<file path="src/irpd_pkg.sv">
// Package: shared constants, types and register codes of the IR pulse-distance decoder.
`timescale 1ns / 1ps

package irpd_pkg;

  localparam int unsigned COUNT_W = 16;
  localparam int unsigned BYTE_W = 8;
  localparam int unsigned BITPOS_W = 3;
  localparam int unsigned BCOUNT_W = 6;
  localparam int unsigned APB_AW = 4;
  localparam int unsigned APB_DW = 32;

  localparam logic [BCOUNT_W-1:0] MAX_BYTES = 6'd32;
  localparam logic [COUNT_W-1:0] COUNT_MAX = 16'hFFFF;

  localparam logic [COUNT_W-1:0] LEADER_MIN_RST = 16'd3400;
  localparam logic [COUNT_W-1:0] ONE_MIN_RST = 16'd1000;
  localparam logic [COUNT_W-1:0] END_MIN_RST = 16'd10000;

  typedef enum logic [1:0] {
    REG_LEADER_MIN = 2'd0,
    REG_ONE_MIN    = 2'd1,
    REG_END_MIN    = 2'd2
  } reg_idx_e;

  typedef enum logic [2:0] {
    PH_IDLE         = 3'd0,
    PH_LEADER       = 3'd1,
    PH_LEADER_SPACE = 3'd2,
    PH_MARK         = 3'd3,
    PH_SPACE        = 3'd4
  } phase_e;

  typedef struct packed {
    logic [COUNT_W-1:0] leader_min;
    logic [COUNT_W-1:0] one_min;
    logic [COUNT_W-1:0] end_min;
  } cfg_t;

  typedef struct packed {
    logic [BYTE_W-1:0]   data_byte;
    logic                byte_valid;
    logic                frame_end;
    logic [BCOUNT_W-1:0] byte_count;
    logic                overflow;
  } res_t;

endpackage

</file>
<file path="src/irpd_if.sv">
// Interfaces: the sample channel and the result channel of the decoder.
`timescale 1ns / 1ps

interface irpd_in_if;
  logic valid;
  logic ready;
  logic ir_level;

  modport source (output valid, output ir_level, input ready);
  modport sink (input valid, input ir_level, output ready);
endinterface

interface irpd_out_if;
  logic                               valid;
  logic                               ready;
  logic [irpd_pkg::BYTE_W-1:0]        data_byte;
  logic                               byte_valid;
  logic                               frame_end;
  logic [irpd_pkg::BCOUNT_W-1:0]      byte_count;
  logic                               overflow;

  modport source (output valid, output data_byte, output byte_valid, output frame_end,
                  output byte_count, output overflow, input ready);
  modport sink (input valid, input data_byte, input byte_valid, input frame_end,
                input byte_count, input overflow, output ready);
endinterface

</file>
<file path="src/irpd_cfg_regs.sv">
// Threshold registers behind the APB-style configuration port.
`timescale 1ns / 1ps

module irpd_cfg_regs (
  input  logic                          clk_i,
  input  logic                          rst_ni,
  input  logic                          psel,
  input  logic                          penable,
  input  logic                          pwrite,
  input  logic [irpd_pkg::APB_AW-1:0]   paddr,
  input  logic [irpd_pkg::APB_DW-1:0]   pwdata,
  output logic [irpd_pkg::APB_DW-1:0]   prdata,
  output irpd_pkg::cfg_t                cfg_o
);
  import irpd_pkg::*;

  cfg_t     cfg_q;
  reg_idx_e idx;
  logic     wr_en;

  assign idx   = reg_idx_e'(paddr[APB_AW-1:2]);
  assign wr_en = psel && penable && pwrite;

  always_ff @(posedge clk_i or negedge rst_ni) begin
    if (!rst_ni) begin
      cfg_q.leader_min <= LEADER_MIN_RST;
      cfg_q.one_min    <= ONE_MIN_RST;
      cfg_q.end_min    <= END_MIN_RST;
    end else if (wr_en) begin
      unique case (idx)
        REG_LEADER_MIN: cfg_q.leader_min <= pwdata[COUNT_W-1:0];
        REG_ONE_MIN:    cfg_q.one_min    <= pwdata[COUNT_W-1:0];
        REG_END_MIN:    cfg_q.end_min    <= pwdata[COUNT_W-1:0];
        default: ;
      endcase
    end
  end

  always_comb begin
    unique case (idx)
      REG_LEADER_MIN: prdata = {{(APB_DW-COUNT_W){1'b0}}, cfg_q.leader_min};
      REG_ONE_MIN:    prdata = {{(APB_DW-COUNT_W){1'b0}}, cfg_q.one_min};
      REG_END_MIN:    prdata = {{(APB_DW-COUNT_W){1'b0}}, cfg_q.end_min};
      default:        prdata = '0;
    endcase
  end

  assign cfg_o = cfg_q;

endmodule

</file>
<file path="src/irpd_core.sv">
// Decoder core: sample register, pulse timing state machine and result register.
`timescale 1ns / 1ps

module irpd_core (
  input  logic            clk_i,
  input  logic            rst_ni,
  input  irpd_pkg::cfg_t  cfg_i,
  input  logic            in_valid_i,
  input  logic            in_level_i,
  output logic            in_ready_o,
  output logic            res_valid_o,
  output irpd_pkg::res_t  res_o,
  input  logic            res_ready_i
);
  import irpd_pkg::*;

  // Sample register
  logic in_valid_q;
  logic in_level_q;

  // Decoder state
  phase_e               phase_q, phase_d;
  logic [COUNT_W-1:0]   cnt_q, cnt_d;
  logic [BYTE_W-1:0]    shift_q, shift_d;
  logic [BITPOS_W-1:0]  pos_q, pos_d;
  logic [BCOUNT_W-1:0]  bytes_q, bytes_d;
  logic                 ovf_q, ovf_d;

  // Result register
  logic res_valid_q;
  res_t res_q, res_d;

  logic               emit;
  logic               advance;
  logic               high;
  logic [COUNT_W-1:0] cnt_inc;
  logic               leader_ok;
  logic               run_end;
  logic               stop_end;
  logic               mark_end;
  logic               is_one;
  logic [BYTE_W-1:0]  shift_set;
  logic [BITPOS_W-1:0] pos_inc;

  assign high      = in_level_q;
  assign cnt_inc   = (cnt_q == COUNT_MAX) ? cnt_q : cnt_q + 1'b1;
  assign leader_ok = cnt_q >= cfg_i.leader_min;
  assign run_end   = cnt_inc >= cfg_i.end_min;
  assign stop_end  = cnt_q >= cfg_i.end_min;
  assign mark_end  = cfg_i.end_min <= {{(COUNT_W-1){1'b0}}, 1'b1};
  assign is_one    = cnt_q >= cfg_i.one_min;
  assign shift_set = is_one ? (shift_q | (BYTE_W'(1) << pos_q)) : shift_q;
  assign pos_inc   = pos_q + 1'b1;

  // Next phase
  always_comb begin
    phase_d = phase_q;
    unique case (phase_q)
      PH_LEADER: begin
        if (high) begin
          phase_d = leader_ok ? PH_LEADER_SPACE : PH_IDLE;
        end
      end
      PH_LEADER_SPACE: begin
        if (!high) begin
          phase_d = PH_MARK;
        end
      end
      PH_MARK: begin
        if (high) begin
          phase_d = mark_end ? PH_IDLE : PH_SPACE;
        end
      end
      PH_SPACE: begin
        if (high) begin
          phase_d = run_end ? PH_IDLE : PH_SPACE;
        end else begin
          phase_d = stop_end ? PH_IDLE : PH_MARK;
        end
      end
      default: begin
        phase_d = high ? PH_IDLE : PH_LEADER;
      end
    endcase
  end

  // Datapath and result
  always_comb begin
    cnt_d   = cnt_q;
    shift_d = shift_q;
    pos_d   = pos_q;
    bytes_d = bytes_q;
    ovf_d   = ovf_q;
    emit    = 1'b0;
    res_d   = '0;
    unique case (phase_q)
      PH_LEADER: begin
        if (!high) begin
          cnt_d = cnt_inc;
        end else if (leader_ok) begin
          cnt_d   = '0;
          shift_d = '0;
          pos_d   = '0;
          bytes_d = '0;
          ovf_d   = 1'b0;
        end else begin
          cnt_d = '0;
        end
      end
      PH_LEADER_SPACE: ;
      PH_MARK: begin
        if (high) begin
          if (mark_end) begin
            cnt_d   = '0;
            shift_d = '0;
            pos_d   = '0;
            emit    = 1'b1;
          end else begin
            cnt_d = {{(COUNT_W-1){1'b0}}, 1'b1};
          end
        end
      end
      PH_SPACE: begin
        if ((high && run_end) || (!high && stop_end)) begin
          cnt_d   = '0;
          shift_d = '0;
          pos_d   = '0;
          emit    = 1'b1;
        end else if (high) begin
          cnt_d = cnt_inc;
        end else begin
          cnt_d   = '0;
          pos_d   = pos_inc;
          shift_d = shift_set;
          if (pos_inc == '0) begin
            shift_d = '0;
            if (bytes_q < MAX_BYTES) begin
              bytes_d         = bytes_q + 1'b1;
              emit            = 1'b1;
              res_d.data_byte = shift_set;
              res_d.byte_valid = 1'b1;
            end else begin
              ovf_d = 1'b1;
            end
          end
        end
      end
      default: begin
        if (!high) begin
          cnt_d = {{(COUNT_W-1){1'b0}}, 1'b1};
        end
      end
    endcase
    res_d.frame_end  = emit && !res_d.byte_valid;
    res_d.byte_count = bytes_d;
    res_d.overflow   = ovf_d;
  end

  // A sample that yields no result moves on even while the result waits.
  assign advance    = in_valid_q && (!res_valid_q || res_ready_i || !emit);
  assign in_ready_o = !in_valid_q || advance;

  always_ff @(posedge clk_i or negedge rst_ni) begin
    if (!rst_ni) begin
      in_valid_q  <= 1'b0;
      res_valid_q <= 1'b0;
      phase_q     <= PH_IDLE;
      cnt_q       <= '0;
      shift_q     <= '0;
      pos_q       <= '0;
      bytes_q     <= '0;
      ovf_q       <= 1'b0;
    end else begin
      if (in_ready_o) begin
        in_valid_q <= in_valid_i;
      end
      if (res_valid_q && res_ready_i) begin
        res_valid_q <= 1'b0;
      end
      if (advance) begin
        phase_q <= phase_d;
        cnt_q   <= cnt_d;
        shift_q <= shift_d;
        pos_q   <= pos_d;
        bytes_q <= bytes_d;
        ovf_q   <= ovf_d;
        if (emit) begin
          res_valid_q <= 1'b1;
        end
      end
    end
  end

  always_ff @(posedge clk_i) begin
    if (in_valid_i && in_ready_o) begin
      in_level_q <= in_level_i;
    end
    if (advance && emit) begin
      res_q <= res_d;
    end
  end

  assign res_valid_o = res_valid_q;
  assign res_o       = res_q;

  a_res_kind: assert property (@(posedge clk_i) disable iff (!rst_ni)
    res_valid_q |-> (res_q.byte_valid != res_q.frame_end))
    else $error("result is neither a single byte nor a single frame end");

  a_bytes_bound: assert property (@(posedge clk_i) disable iff (!rst_ni)
    bytes_q <= MAX_BYTES)
    else $error("frame byte count beyond its limit");

  a_ovf_full: assert property (@(posedge clk_i) disable iff (!rst_ni)
    ovf_q |-> (bytes_q == MAX_BYTES))
    else $error("overflow flagged while the frame still had room");

  a_pos_in_frame: assert property (@(posedge clk_i) disable iff (!rst_ni)
    (pos_q != '0) |-> (phase_q == PH_MARK || phase_q == PH_SPACE))
    else $error("partial byte held outside a frame");

  a_no_drop: assert property (@(posedge clk_i) disable iff (!rst_ni)
    (res_valid_q && !res_ready_i) |=> res_valid_q)
    else $error("pending result lost before it was taken");

endmodule

</file>
<file path="src/ir_pulse_distance_decoder.sv">
// Top level of the IR pulse-distance decoder: configuration registers and decoder core.
`timescale 1ns / 1ps

// The block decodes an active-low IR receiver line sampled once per microsecond tick.
// Each word on the input channel carries one pin sample; each word on the output
// channel is either a completed byte (first received bit in bit 0) or a frame-end
// marker carrying the frame's byte count and overflow flag.
// Both channels use valid/ready; a word moves on a clock edge with both high.
// Thresholds for the leader, the one-bit space and the frame end are written through
// the APB-style port at byte addresses 0, 4 and 8; the user is to write them only while
// the block is idle, as the block itself does not enforce it. A sample is captured in
// the input register and its result, if any, is then registered in the result register
// that drives the output word; a held word can stall that step.
// Throughput: one sample per cycle while no held result word blocks the input, with a
// single state update per sample in the timing state machine.
// Reset clears the decoder to the idle phase with empty counters and restores
// the default thresholds (3400, 1000 and 10000 ticks).
// When the receiver stalls, the result word is held; samples that produce no
// word keep flowing, and the first sample that would produce another word waits
// in the input register, dropping input ready until the held word is taken.
module ir_pulse_distance_decoder (
  input  logic                          clk_i,
  input  logic                          rst_ni,
  irpd_in_if.sink                       in_i,
  irpd_out_if.source                    out_o,
  input  logic                          psel,
  input  logic                          penable,
  input  logic                          pwrite,
  input  logic [irpd_pkg::APB_AW-1:0]   paddr,
  input  logic [irpd_pkg::APB_DW-1:0]   pwdata,
  output logic [irpd_pkg::APB_DW-1:0]   prdata,
  output logic                          pready
);
  import irpd_pkg::*;

  cfg_t cfg;
  res_t res;
  logic res_valid;

  // The register file answers every access in its first access cycle.
  assign pready = 1'b1;

  irpd_cfg_regs u_cfg (
    .clk_i   (clk_i),
    .rst_ni  (rst_ni),
    .psel    (psel),
    .penable (penable),
    .pwrite  (pwrite),
    .paddr   (paddr),
    .pwdata  (pwdata),
    .prdata  (prdata),
    .cfg_o   (cfg)
  );

  irpd_core u_core (
    .clk_i       (clk_i),
    .rst_ni      (rst_ni),
    .cfg_i       (cfg),
    .in_valid_i  (in_i.valid),
    .in_level_i  (in_i.ir_level),
    .in_ready_o  (in_i.ready),
    .res_valid_o (res_valid),
    .res_o       (res),
    .res_ready_i (out_o.ready)
  );

  // Unpack the registered result onto the output word.
  assign out_o.valid      = res_valid;
  assign out_o.data_byte  = res.data_byte;
  assign out_o.byte_valid = res.byte_valid;
  assign out_o.frame_end  = res.frame_end;
  assign out_o.byte_count = res.byte_count;
  assign out_o.overflow   = res.overflow;

endmodule

</file>
<file path="src/flat_wrapper.sv">
// flat-port wrapper written by rule: the top's interface ports become plain ports
module ir_pulse_distance_decoder_flat import irpd_pkg::*;
  (clk_i, rst_ni, psel, penable, pwrite, paddr, pwdata, prdata, pready, in_i_valid, in_i_ir_level, in_i_ready, out_o_valid, out_o_data_byte, out_o_byte_valid, out_o_frame_end, out_o_byte_count, out_o_overflow, out_o_ready);
  irpd_in_if in_i_i ();
  irpd_out_if out_o_i ();
  input  logic clk_i;
  input  logic rst_ni;
  input  logic psel;
  input  logic penable;
  input  logic pwrite;
  input  logic [irpd_pkg::APB_AW-1:0] paddr;
  input  logic [irpd_pkg::APB_DW-1:0] pwdata;
  output logic [irpd_pkg::APB_DW-1:0] prdata;
  output logic pready;
  input wire logic [$bits(in_i_i.valid)-1:0] in_i_valid;
  input wire logic [$bits(in_i_i.ir_level)-1:0] in_i_ir_level;
  output wire logic [$bits(in_i_i.ready)-1:0] in_i_ready;
  output wire logic [$bits(out_o_i.valid)-1:0] out_o_valid;
  output wire logic [$bits(out_o_i.data_byte)-1:0] out_o_data_byte;
  output wire logic [$bits(out_o_i.byte_valid)-1:0] out_o_byte_valid;
  output wire logic [$bits(out_o_i.frame_end)-1:0] out_o_frame_end;
  output wire logic [$bits(out_o_i.byte_count)-1:0] out_o_byte_count;
  output wire logic [$bits(out_o_i.overflow)-1:0] out_o_overflow;
  input wire logic [$bits(out_o_i.ready)-1:0] out_o_ready;
  assign in_i_i.valid = in_i_valid;
  assign in_i_i.ir_level = in_i_ir_level;
  assign in_i_ready = in_i_i.ready;
  assign out_o_valid = out_o_i.valid;
  assign out_o_data_byte = out_o_i.data_byte;
  assign out_o_byte_valid = out_o_i.byte_valid;
  assign out_o_frame_end = out_o_i.frame_end;
  assign out_o_byte_count = out_o_i.byte_count;
  assign out_o_overflow = out_o_i.overflow;
  assign out_o_i.ready = out_o_ready;
  ir_pulse_distance_decoder u_core (.clk_i(clk_i), .rst_ni(rst_ni), .in_i(in_i_i), .out_o(out_o_i), .psel(psel), .penable(penable), .pwrite(pwrite), .paddr(paddr), .pwdata(pwdata), .prdata(prdata), .pready(pready));
endmodule
</file>
<file path="config.mk">
export PLATFORM = sky130hd
export DESIGN_NAME = ir_pulse_distance_decoder_flat
export DESIGN_NICKNAME = d
export VERILOG_FILES = /design/src/irpd_pkg.sv /design/src/irpd_if.sv /design/src/irpd_cfg_regs.sv /design/src/irpd_core.sv /design/src/ir_pulse_distance_decoder.sv /design/src/flat_wrapper.sv
export SDC_FILE = /design/constraint.sdc
export NUM_CORES = 1
export LEC_CHECK = 0
export BUFFER_PORTS_ARGS = -buffer_cell sky130_fd_sc_hd__buf_2
export CAP_MARGIN = 0
export CORE_UTILIZATION = 35
export DETAILED_ROUTE_END_ITERATION = 7
export GPL_ROUTABILITY_DRIVEN = 0
export PLACE_DENSITY_LB_ADDON = 0.1
export SLEW_MARGIN = 20
export SYNTH_ARGS = -nofsm -noshare
export SYNTH_HDL_FRONTEND = slang
export SYNTH_SLANG_ARGS = --single-unit
</file>
<file path="constraint.sdc">
create_clock -name clk_i -period 4.8 [get_ports clk_i]
set_input_delay 0.96 -clock clk_i [delete_from_list [all_inputs] [get_ports clk_i]]
set_output_delay 0.96 -clock clk_i [all_outputs]
set_load 0.03 [all_outputs]
</file>
-- Word-level counts from Yosys, hierarchy flattened
Cells that the tools add are included.
- bits in registers: 105
- input port bits: 44
- add/subtract/negate cells: 3
- $lt $le $gt $ge: 6
- eq/ne operators: 14
- shift-type cells: 1
- mux-type cells: 64
- bitwise operators: 5
- reductions and logical operators: 28
- operator list (kind ; number):
    $mux W16 ; 6
    $ge A16 B16 Y1 ; 4
    $mux W8 ; 8
    $pmux W16 S4 ; 1
    $pmux W16 S3 ; 1
    $mux W3 ; 12
    $mux W6 ; 6
    $pmux W8 S3 ; 1
    $mux W1 ; 22
    $add A16 B1 Y16 const B ; 1
    $eq A16 B16 Y1 const B ; 1
    $le A16 B1 Y1 const B ; 1
    $pmux W3 S4 ; 1
    $pmux W6 S2 ; 1
    $ne A2 B2 Y1 const B ; 5
    $logic_and A1 B1 Y1 ; 9
    $pmux W3 S3 ; 1
    $or A8 B8 Y8 ; 1
    $reduce_and A4 Y1 ; 2
    $shl A1 B3 Y8 const A ; 1
    $reduce_and A7 Y1 ; 1
    $add A6 B1 Y6 const B ; 1
    $eq A3 B2 Y1 const B ; 2
    $lt A6 B6 Y1 const B ; 1
    other kinds (17) ; 31

-- Depth between registers and ports, before layout
Gate-level depths: netlist of the first run.
- depth after elaboration: 12
- gate-level depth with buffers: 17
- gate-level depth less buffers: 15

-- Modules after synthesis
From an unflattened synthesis of the first run, not the netlist that was laid out.
- cell total of the unflattened synthesis: 734
- area total of the unflattened synthesis: 7322.0 µm²
- by module, submodules not included (module ; instances ; cells each ; area each (µm²)):
    irpd_core ; 1 ; 556 ; 4969.8
    irpd_cfg_regs ; 1 ; 176 ; 2341.0
    ir_pulse_distance_decoder ; 1 ; 2 ; 11.3

-- Least setup slack after synthesis of the first run
No wires, ideal clock.
- path type: register to output
- start: register u_core.u_core.cnt_q[4]
- end: output port in_i_ready
- arrival time: 3.332 ns
- path slack: 0.508 ns
- cell stages (with the launch flop): 16
- path buffers: 1
- path through: dfrtp_1 -> buf_2 -> nand4_1 -> nor4_1 -> nand3_1 -> and3_1 -> nand4_1 -> xnor2_1 -> ha_1 -> nand2_1 -> nor3_1 -> nand4_1 -> nor2_1 -> o22ai_1 -> a21oi_1 -> nand3_1
- longest elaborated chain between the ends: 11
- RTL lines (what ; line ; RTL):
    start, declared ; irpd_core.sv:23 ; logic [COUNT_W-1:0] cnt_q, cnt_d;
    start signal, assigned ; irpd_core.sv:182 ; cnt_q <= cnt_d;
    $add A16 B1 Y16 or $eq A16 B16 Y1 (tied branches) ; irpd_core.sv:46 ; assign cnt_inc = (cnt_q == COUNT_MAX) ? cnt_q : cnt_q + 1'b1;
    $mux W16 ; irpd_core.sv:46 ;
    $ge A16 B16 Y1 ; irpd_core.sv:48 ; assign run_end = cnt_inc >= cfg_i.end_min;
    $logic_and A1 B1 Y1 ; irpd_core.sv:124 ; if ((high && run_end) || (!high && stop_end)) begin
    $logic_or A1 B1 Y1 * ; irpd_core.sv:124 ;
    $mux W1 * ; irpd_core.sv:124 ;
    $pmux W1 S2 * ; irpd_core.sv:96 ; unique case (phase_q)
    $logic_not A1 Y1 * ; irpd_core.sv:160 ; assign advance = in_valid_q && (!res_valid_q || res_ready_i || !emit);
    $logic_or A1 B1 Y1 * ; irpd_core.sv:160 ;
    $logic_and A1 B1 Y1 * ; irpd_core.sv:160 ;
    $logic_or A1 B1 Y1 * ; irpd_core.sv:161 ; assign in_ready_o = !in_valid_q || advance;
    end, declared ; flat_wrapper.sv:17 ; output wire logic [$bits(in_i_i.ready)-1:0] in_i_ready;
Every way passes the cells marked *; elsewhere a longest branch is shown, timed or not.

-- Worst setup path after layout of the first run
- start: register u_core.u_core.cnt_q[8]
- end: output port in_i_ready
Same word-level chain as after synthesis.

==> results of run 1 <==
per-stage QoR:
step,instance area (sq um),utilization,hold WS [ns],cells,TNS [ns]
final,8198,0.4158,0.5082,1099,0
after global routing,8198,0.4158,0.5425,1099,-0.001400
after CTS,8083,0.4099,0.5114,1092,0
after detailed placement,7739,0.3925,0.4940,1075,0
after global placement,7739,0.3925,0.4797,1075,0
after floorplan,7207,-,0.4651,775,0
per-layer routing:
metal	up-vias	track usage	share of wire
met4	0	0.05372	0.016
met3	22	0.03365	0.047
met1	2879	0.2582	0.48
met5	-	0	0
li1	2844	-	-
met2	162	0.3067	0.46
synthesized netlist by cell type (4+ instances only):
library cell	number	area (sq um)
nand2_1	77	289.0
ha_1	72	900.9
dfrtp_1	71	1777
inv_1	69	259.0
o21ai_0	62	310.3
nor2_1	42	157.7
a21oi_1	35	175.2
mux2i_1	20	200.2
nand3_1	20	100.1
clkbuf_1	19	71.32
mux2_2	19	214.0
buf_4	18	135.1
edfxtp_1	18	540.5
dfstp_2	16	420.4
and3_1	13	81.33
a31oi_1	12	75.07
a211oi_1	11	82.58
nand4_1	11	68.82
xnor2_1	11	96.34
o21a_1	10	75.07
nor3_1	9	45.04
a21o_1	8	60.06
nor2b_1	8	50.05
o2bb2ai_1	8	70.07
a41oi_2	7	113.9
nand2b_1	7	43.79
a22o_1	6	52.55
nor4_1	6	37.54
o21ai_1	5	25.02
a211o_1	4	35.03
buf_6	4	45.04
cell type report:
type                            instances  area, sq um  area share
Tap cell                              265        331.6     0.04045
Sequential cell                       105         2744      0.3347
Clock inverter                          5        67.56    0.008242
Multi-Input combinational cell        554         4018      0.4901
Timing Repair Buffer                   89        520.5     0.06349
Clock buffer                           11        254.0     0.03098
Inverter                               70        262.8     0.03205
power groups by stage:
| stage | sequential [mW] | clock (mW) | combinational, mW |
|---|---|---|---|
| CTS | 1.17 | 0.844 | 1.02 |
| floorplan | 1.14 | 0 | 0.744 |
| detailed placement | 1.19 | 0 | 1.01 |
| finish | 1.17 | 0.819 | 1.03 |
| global route | 1.19 | 0.877 | 1.16 |
| global placement | 1.18 | 0 | 0.985 |
kinds of logic (layout without fill, tap and decap cells):
family,after synthesis,after routing,synth area share
adder cells (fa/ha/maj),72,72,0.1260
other,2,17,0.001050
multiplexers,40,40,0.05949
AO/OA/AOI/OAI,200,200,0.1946
AND/OR/NAND/NOR,213,213,0.1463
XOR/XNOR,12,12,0.01470
buffers and inverters,116,175,0.07506
flip-flops,105,105,0.3829
what timing repair did:
item,4_1_cts,5_1_grt
resized for setup,5,13
pin swaps,1,4
setup buffers,1,7
endpoints found under the setup margin,1,1
registers in the layout, summed over array words and instances (netlist names):
register,count
u_core.u_cfg.cfg_o,48
u_core.u_core.bytes_q,6
u_core.u_core.cnt_q,16
u_core.u_core.high,1
u_core.u_core.in_valid_q,1
u_core.u_core.ovf_q,1
u_core.u_core.phase_q,3
u_core.u_core.pos_q,3
u_core.u_core.res_o,17
u_core.u_core.res_valid_o,1
u_core.u_core.shift_q,8
worst min-delay path by stage:
| stage | startpoint | to | slack [ns] | cells past startpoint |
|---|---|---|---|---|
| after floorplan | u_core.u_core.shift_q[7]$_DFFE_PN0P_ | u_core.u_core.shift_q[7]$_DFFE_PN0P_ | 0.47 | 1 |
| after global placement | u_core.u_core.ovf_q$_DFFE_PN0N_ | u_core.u_core.ovf_q$_DFFE_PN0N_ | 0.48 | 1 |
| after detailed placement | u_core.u_core.ovf_q$_DFFE_PN0N_ | u_core.u_core.ovf_q$_DFFE_PN0N_ | 0.49 | 1 |
| after CTS | u_core.u_core.ovf_q$_DFFE_PN0N_ | u_core.u_core.ovf_q$_DFFE_PN0N_ | 0.51 | 1 |
| after global routing | u_core.u_core.shift_q[5]$_DFFE_PN0P_ | u_core.u_core.shift_q[5]$_DFFE_PN0P_ | 0.54 | 2 |
| final | u_core.u_core.ovf_q$_DFFE_PN0N_ | u_core.u_core.ovf_q$_DFFE_PN0N_ | 0.51 | 1 |
==> flow_metrics.tcl, run 1 <==
set metrics [dict create \
    drive_gt1_frac 0.2146 \
    cts_tree "yes" \
    floorplan.die.height_um 144.9 \
    internal_power_mw 1.876 \
    timing.critical_path.slowest_stage_cell "or3_1" \
    psw_mw 1.147 \
    critical_path_depth 14 \
    cap_violations 0 \
    latest_clock_arrival_within_the_worst_skew_pair_ns 0.37 \
    synth_area_per_cell_sq_um 9.409 \
    peakVddDrop_mv 0.1767 \
    drv_slew 0 \
    critPathArrivalTime_ns 3.59 \
    finalSetupViolations 0 \
    hold_class "reg -> reg" \
    rr_startpoint "u_core.u_core.cnt_q[8]$_DFFE_PN0P_" \
    die_x_um 144.9 \
    number_of_primary_i_o_pins 96 \
    grt_util_overall 0.1898 \
    crit_path_start_kind "register" \
    core_region_area_sq_um 19720 \
    rrSetupSlack_ns 0.73 \
    detailedPlace.worstSlack_ns 0.2567 \
    seq_area_frac_synth 0.3829 \
    tightest_slew_ns 0.9418 \
    clock-sinks 105 \
    async_flop_share 0.8286 \
    grt_start_max_net_pins 67 \
    cp.buffers_inverters 2 \
    critical_path_peak_fanout 6 \
    drc 0 \
    cpPeakStageDelay_ns 0.45 \
    nNetsFinal 945 \
    n_antenna_cell 0 \
    via_count 5907 \
    first_global_vias 5776 \
    final.setup_skew_ns 0.01565 \
    total_leakage_power_nw 3.804 \
    fill_cells 1956 \
    ys_ff_latch 105 \
    finalWirelength_um 19480 \
    clk_transition_reported_paths_ns 0.07 \
    numCtsBuffers 9 \
    critical_path.cell_chain "inv_1, or3_1, nor2_2, nand3_1, mux2_2, ha_1, nand4_1, nor3_2, nand4_1, nor2_1, o22ai_1, a21oi_2, nand3_1, buf_2" \
    worstReg2RegEnd "u_core.u_core.pos_q[2]$_DFFE_PN0P_" \
    yosys_warnings 0 \
    final_period_minus_worst_setup_slack_ns 4.553 \
    finalHoldViolations 0 \
    post_synth_inst_count 760 \
    drt_pre_antenna_iters 4 \
    path_delay_family "simple AND/OR/NAND/NOR gates" \
    maximum_root_to_sink_buffer_count 2 \
    grt_overflow_total 0 \
    buffer_ports.inserted 60 \
    worst_ep_required_time_ns 3.84 \
    run_status "finished clean" \
    cts_hold_buffers 0 \
    power.density_nw_per_um2 368.7 \
    worst_setup_path_startpoint "u_core.u_core.cnt_q[8]$_DFFE_PN0P_" \
    total_power_mw 3.023 \
    reg2regPathDepth 15 \
    pwr-share-clk 0.271 \
    layout.cells.most_common_list "nand2_1, ha_1, inv_1" \
    drt-initial-drc-count 300 \
    sequentialPowerShare 0.388 \
    grt_antenna_before_repair 0 \
    synth_enable_flop_cells 18 \
    grt_pass1_wl_um 31430 \
    detailedPlacementHpwl_um 14520 \
    design.die.area_sq_um 21010 \
    h-tree-depth 3 \
    path_class "reg -> out" \
    power.share.switching 0.3795 \
    synthesis.area_sq_um 7151 \
    achievable-frequency_ghz 0.2196 \
    layout_worst_path_cycle_share 0.9485 \
    initial_utilization 0.3626 \
    worstSetupEndpoint "in_i_ready" \
    num_rows 51 \
    layout_setup_ws_ns 0.2470 \
    layout.cells.most_common "nand2_1" \
    rel_slew_slack 0.3722 \
    critical_path.endpoint_type "primary output" \
    clockRootBuffer "clkbuf_16" \
    synth_cell_types 71 \
    via_per_inst 5.375 \
    share_comb_of_total_power 0.341 \
    antenna_violating_nets_post_route 0 \
    areaGrowthSynthToFinish_pct 14.65 \
    wl_per_cell_um 17.73 \
    synth-main-ff-cell "dfrtp_1" \
]
Note: power is estimated with default switching activity, not from simulation.
==> run 2, diff against run 1 <==
- GPL_TIMING_DRIVEN: unset -> 0
- SYNTH_HIERARCHICAL: unset -> 1
==> run 2 against run 1 <==
Synthesized cell count decreased by 3.4%. Total power increased by 1.1%. Area after synthesis increased by 2.4%. Worst hold slack got worse by 0.018 ns. Clock skew decreased by 0.0093 ns. Highest routed layer unchanged.
==> flow_metrics.tcl, run 2 <==
set metrics [dict create \
    achievable-frequency_ghz 0.2136 \
    clk_transition_reported_paths_ns 0.07 \
    gr-usage-met2 0.3095 \
    path_class "reg -> out" \
    finalHoldViolations 0 \
    synth_enable_flop_cells 18 \
    post_synth_inst_count 734 \
    finalSetupViolations 0 \
    total_leakage_power_nw 4.068 \
    tightest_slew_ns 0.8533 \
    cap_violations 0 \
    synth_largest_area_cell "dfrtp_1" \
    grt_util_overall 0.1917 \
    antenna_violating_nets_post_route 0 \
    groute.layer.met3.usage 0.02469 \
    critPathArrivalTime_ns 3.72 \
    final.setup_skew_ns 0.006300 \
    synth-main-ff-cell "dfrtp_1" \
    core_region_area_sq_um 20360 \
    number_of_primary_i_o_pins 96 \
    latest_clock_arrival_within_the_worst_skew_pair_ns 0.36 \
    synthesis.area_sq_um 7322 \
    worst_ep_required_time_ns 3.84 \
    nNetsFinal 955 \
    via_per_inst 5.263 \
    critical_path_peak_fanout 6 \
    maximum_root_to_sink_buffer_count 2 \
    drv_slew 0 \
    synth.top_cell.area_share 0.2427 \
    critical_path.endpoint_type "primary output" \
    first_global_vias 6024 \
    detailedPlacementHpwl_um 14960 \
    layout.cells.most_common "ha_1" \
    rel_slew_slack 0.4285 \
    multiInputGateArea_sq_um 4182 \
    timing.hold.ws_ns 0.4903 \
    n_antenna_cell 0 \
    num_rows 52 \
    cts_tree "yes" \
    detailedPlace.worstSlack_ns -0.9032 \
    seq_area_frac_synth 0.3739 \
    async_flop_share 0.8286 \
    drive_gt1_frac 0.2891 \
    grt_start_max_net_pins 55 \
    final_period_minus_worst_setup_slack_ns 4.682 \
    die_x_um 146.6 \
    cts_hold_buffers 0 \
    layout_setup_ws_ns 0.1184 \
    ff_latch_area_sq_um 2748 \
    grt_antenna_before_repair 0 \
    initial_utilization 0.3595 \
    synth.area.top_cells "dfrtp_1, ha_1, edfxtp_1" \
    grt_pass1_wl_um 32210 \
    number_of_flip_flops_in_the_largest_register 48 \
    yosys_warnings 6 \
    ys_ff_latch 105 \
    clock-sinks 105 \
    finalWirelength_um 19850 \
    synth_most_common_cell "ha_1" \
    areaGrowthSynthToFinish_pct 16.83 \
    power.density_nw_per_um2 357.2 \
    clockRootBuffer "clkbuf_16" \
    h-tree-depth 3 \
    layout.cells.most_common_list "ha_1, inv_1, buf_2" \
    fill_cells 2006 \
    drt-initial-drc-count 365 \
    synth_area_per_cell_sq_um 9.976 \
    design.die.area_sq_um 21500 \
    crit_path_start_kind "register" \
    floorplan.die.height_um 146.6 \
    layout_worst_path_cycle_share 0.9753 \
    via_count 5863 \
    peakVddDrop_mv 0.1611 \
    wl_per_cell_um 17.82 \
    yosys-top-cells-count "ha_1, dfrtp_1, inv_1" \
    grt.busiest_layer "met2" \
    drc 0 \
    synth_cell_types 79 \
    grt_overflow_total 0 \
    drt_pre_antenna_iters 5 \
    buffer_ports.inserted 60 \
    globalRouteMet1Util 0.2659 \
    run_status "finished clean" \
    hold_class "in -> async" \
    numCtsBuffers 9 \
]
[run 2: cell types whose count changed after synthesis, sizes merged, moves of 6 or more]
| cell | before | now |
|---|---|---|
| buf | 27 | 33 |
| mux2 | 20 | 53 |
| nor2 | 43 | 33 |
| a41oi | 9 | 1 |
| clkbuf | 19 | 10 |
| nand2 | 77 | 56 |
| o22ai | 2 | 10 |
| o2bb2ai | 8 | 1 |
| o21ai | 67 | 43 |
| nand3 | 21 | 14 |
| o2111ai | 0 | 7 |
[run 2: final timing paths]
path	startpoint	endpoint	slack [ns]	cells past startpoint
max in group asynchronous	rst_ni	u_core/u_cfg/cfg_o[19]$_DFFE_PN1P_	3.66	2
worst min register to register	u_core/u_core/shift_q[1]$_DFFE_PN0P_	u_core/u_core/shift_q[1]$_DFFE_PN0P_	0.49	1
worst min-delay path	rst_ni	u_core/u_cfg/cfg_o[26]$_DFFE_PN0P_	0.49	1
worst max-delay path	u_core/u_core/cnt_q[3]$_DFFE_PN0P_	in_i_ready	0.12	15
min in group clk_i	u_core/u_core/shift_q[1]$_DFFE_PN0P_	u_core/u_core/shift_q[1]$_DFFE_PN0P_	0.49	1
worst max register to register	u_core/u_core/cnt_q[3]$_DFFE_PN0P_	u_core/u_core/res_o[10]$_SDFFCE_PP0P_	0.21	19
[run 2: report_power, final]
group	switching (mW)	internal [mW]	total (mW)	leakage [nW]
Combinational	0.683	0.484	1.17	2.69
Sequential	0.132	1.05	1.18	1.25
Clock	0.353	0.352	0.705	0.121
Total	1.17	1.89	3.06	4.07
[run 2: final cells by class]
| type | count | area share |
|---|---|---|
| buffer | 42 | 0.03145 |
| clock inverter | 5 | 0.003657 |
| inverter | 70 | 0.03072 |
| timing repair buffer | 80 | 0.05748 |
| sequential | 105 | 0.3212 |
| tap | 270 | 0.03949 |
| clock buffer | 11 | 0.02720 |
| multi-input combinational | 531 | 0.4888 |
[run 2: timing repair]
item,in CTS,in global routing
resized for setup,14,19
setup buffers,13,6
pin swaps,6,12
hold endpoints to repair,0,0
endpoints found under the setup margin,27,18
[run 2: critical path, stage by stage (launching register included)]
cell and delay [ns]:
dfrtp_2 0.38, and4_4 0.27, nand4_4 0.14, nor4_4 0.28, buf_4 0.18, buf_4 0.16
mux2_2 0.37, ha_1 0.28, nand2_1 0.04, o21ai_0 0.18, a31oi_2 0.18, o21a_4 0.26
o21ai_2 0.15, a21boi_2 0.09, or2_4 0.25, buf_4 0.16
[run 2: cell families (layout without fill, tap and decap cells)]
family | Yosys count | count (layout) | share of synthesized area
flops | 105 | 105 | 0.3739
buf+inv | 113 | 208 | 0.07416
simple gates | 181 | 181 | 0.1304
other cells | 2 | 17 | 0.001026
compound gates | 182 | 182 | 0.1767
fa+ha+maj | 72 | 72 | 0.1230
mux | 71 | 71 | 0.1112
xor+xnor | 8 | 8 | 0.009570
[run 2: layer usage]
layer,part of all wire,routed length [um]
met1,0.50,9848
met2,0.46,9040
met3,0.036,717
met4,0.012,242
met5,0,0
[run 2: through the flow]
| step | setup TNS (ns) | cell area [sq um] | util | power, mW | cells |
|---|---|---|---|---|---|
| after floorplan | 0 | 7378 | - | 1.989 | 749 |
| after global placement | -19.16 | 8016 | 0.3936 | 2.291 | 1079 |
| after detailed placement | -13.56 | 8053 | 0.3954 | 2.324 | 1080 |
| after CTS | 0 | 8443 | 0.4146 | 3.066 | 1109 |
| after global routing | -0.03182 | 8554 | 0.4201 | 3.260 | 1114 |
| final | 0 | 8554 | 0.4201 | 3.056 | 1114 |
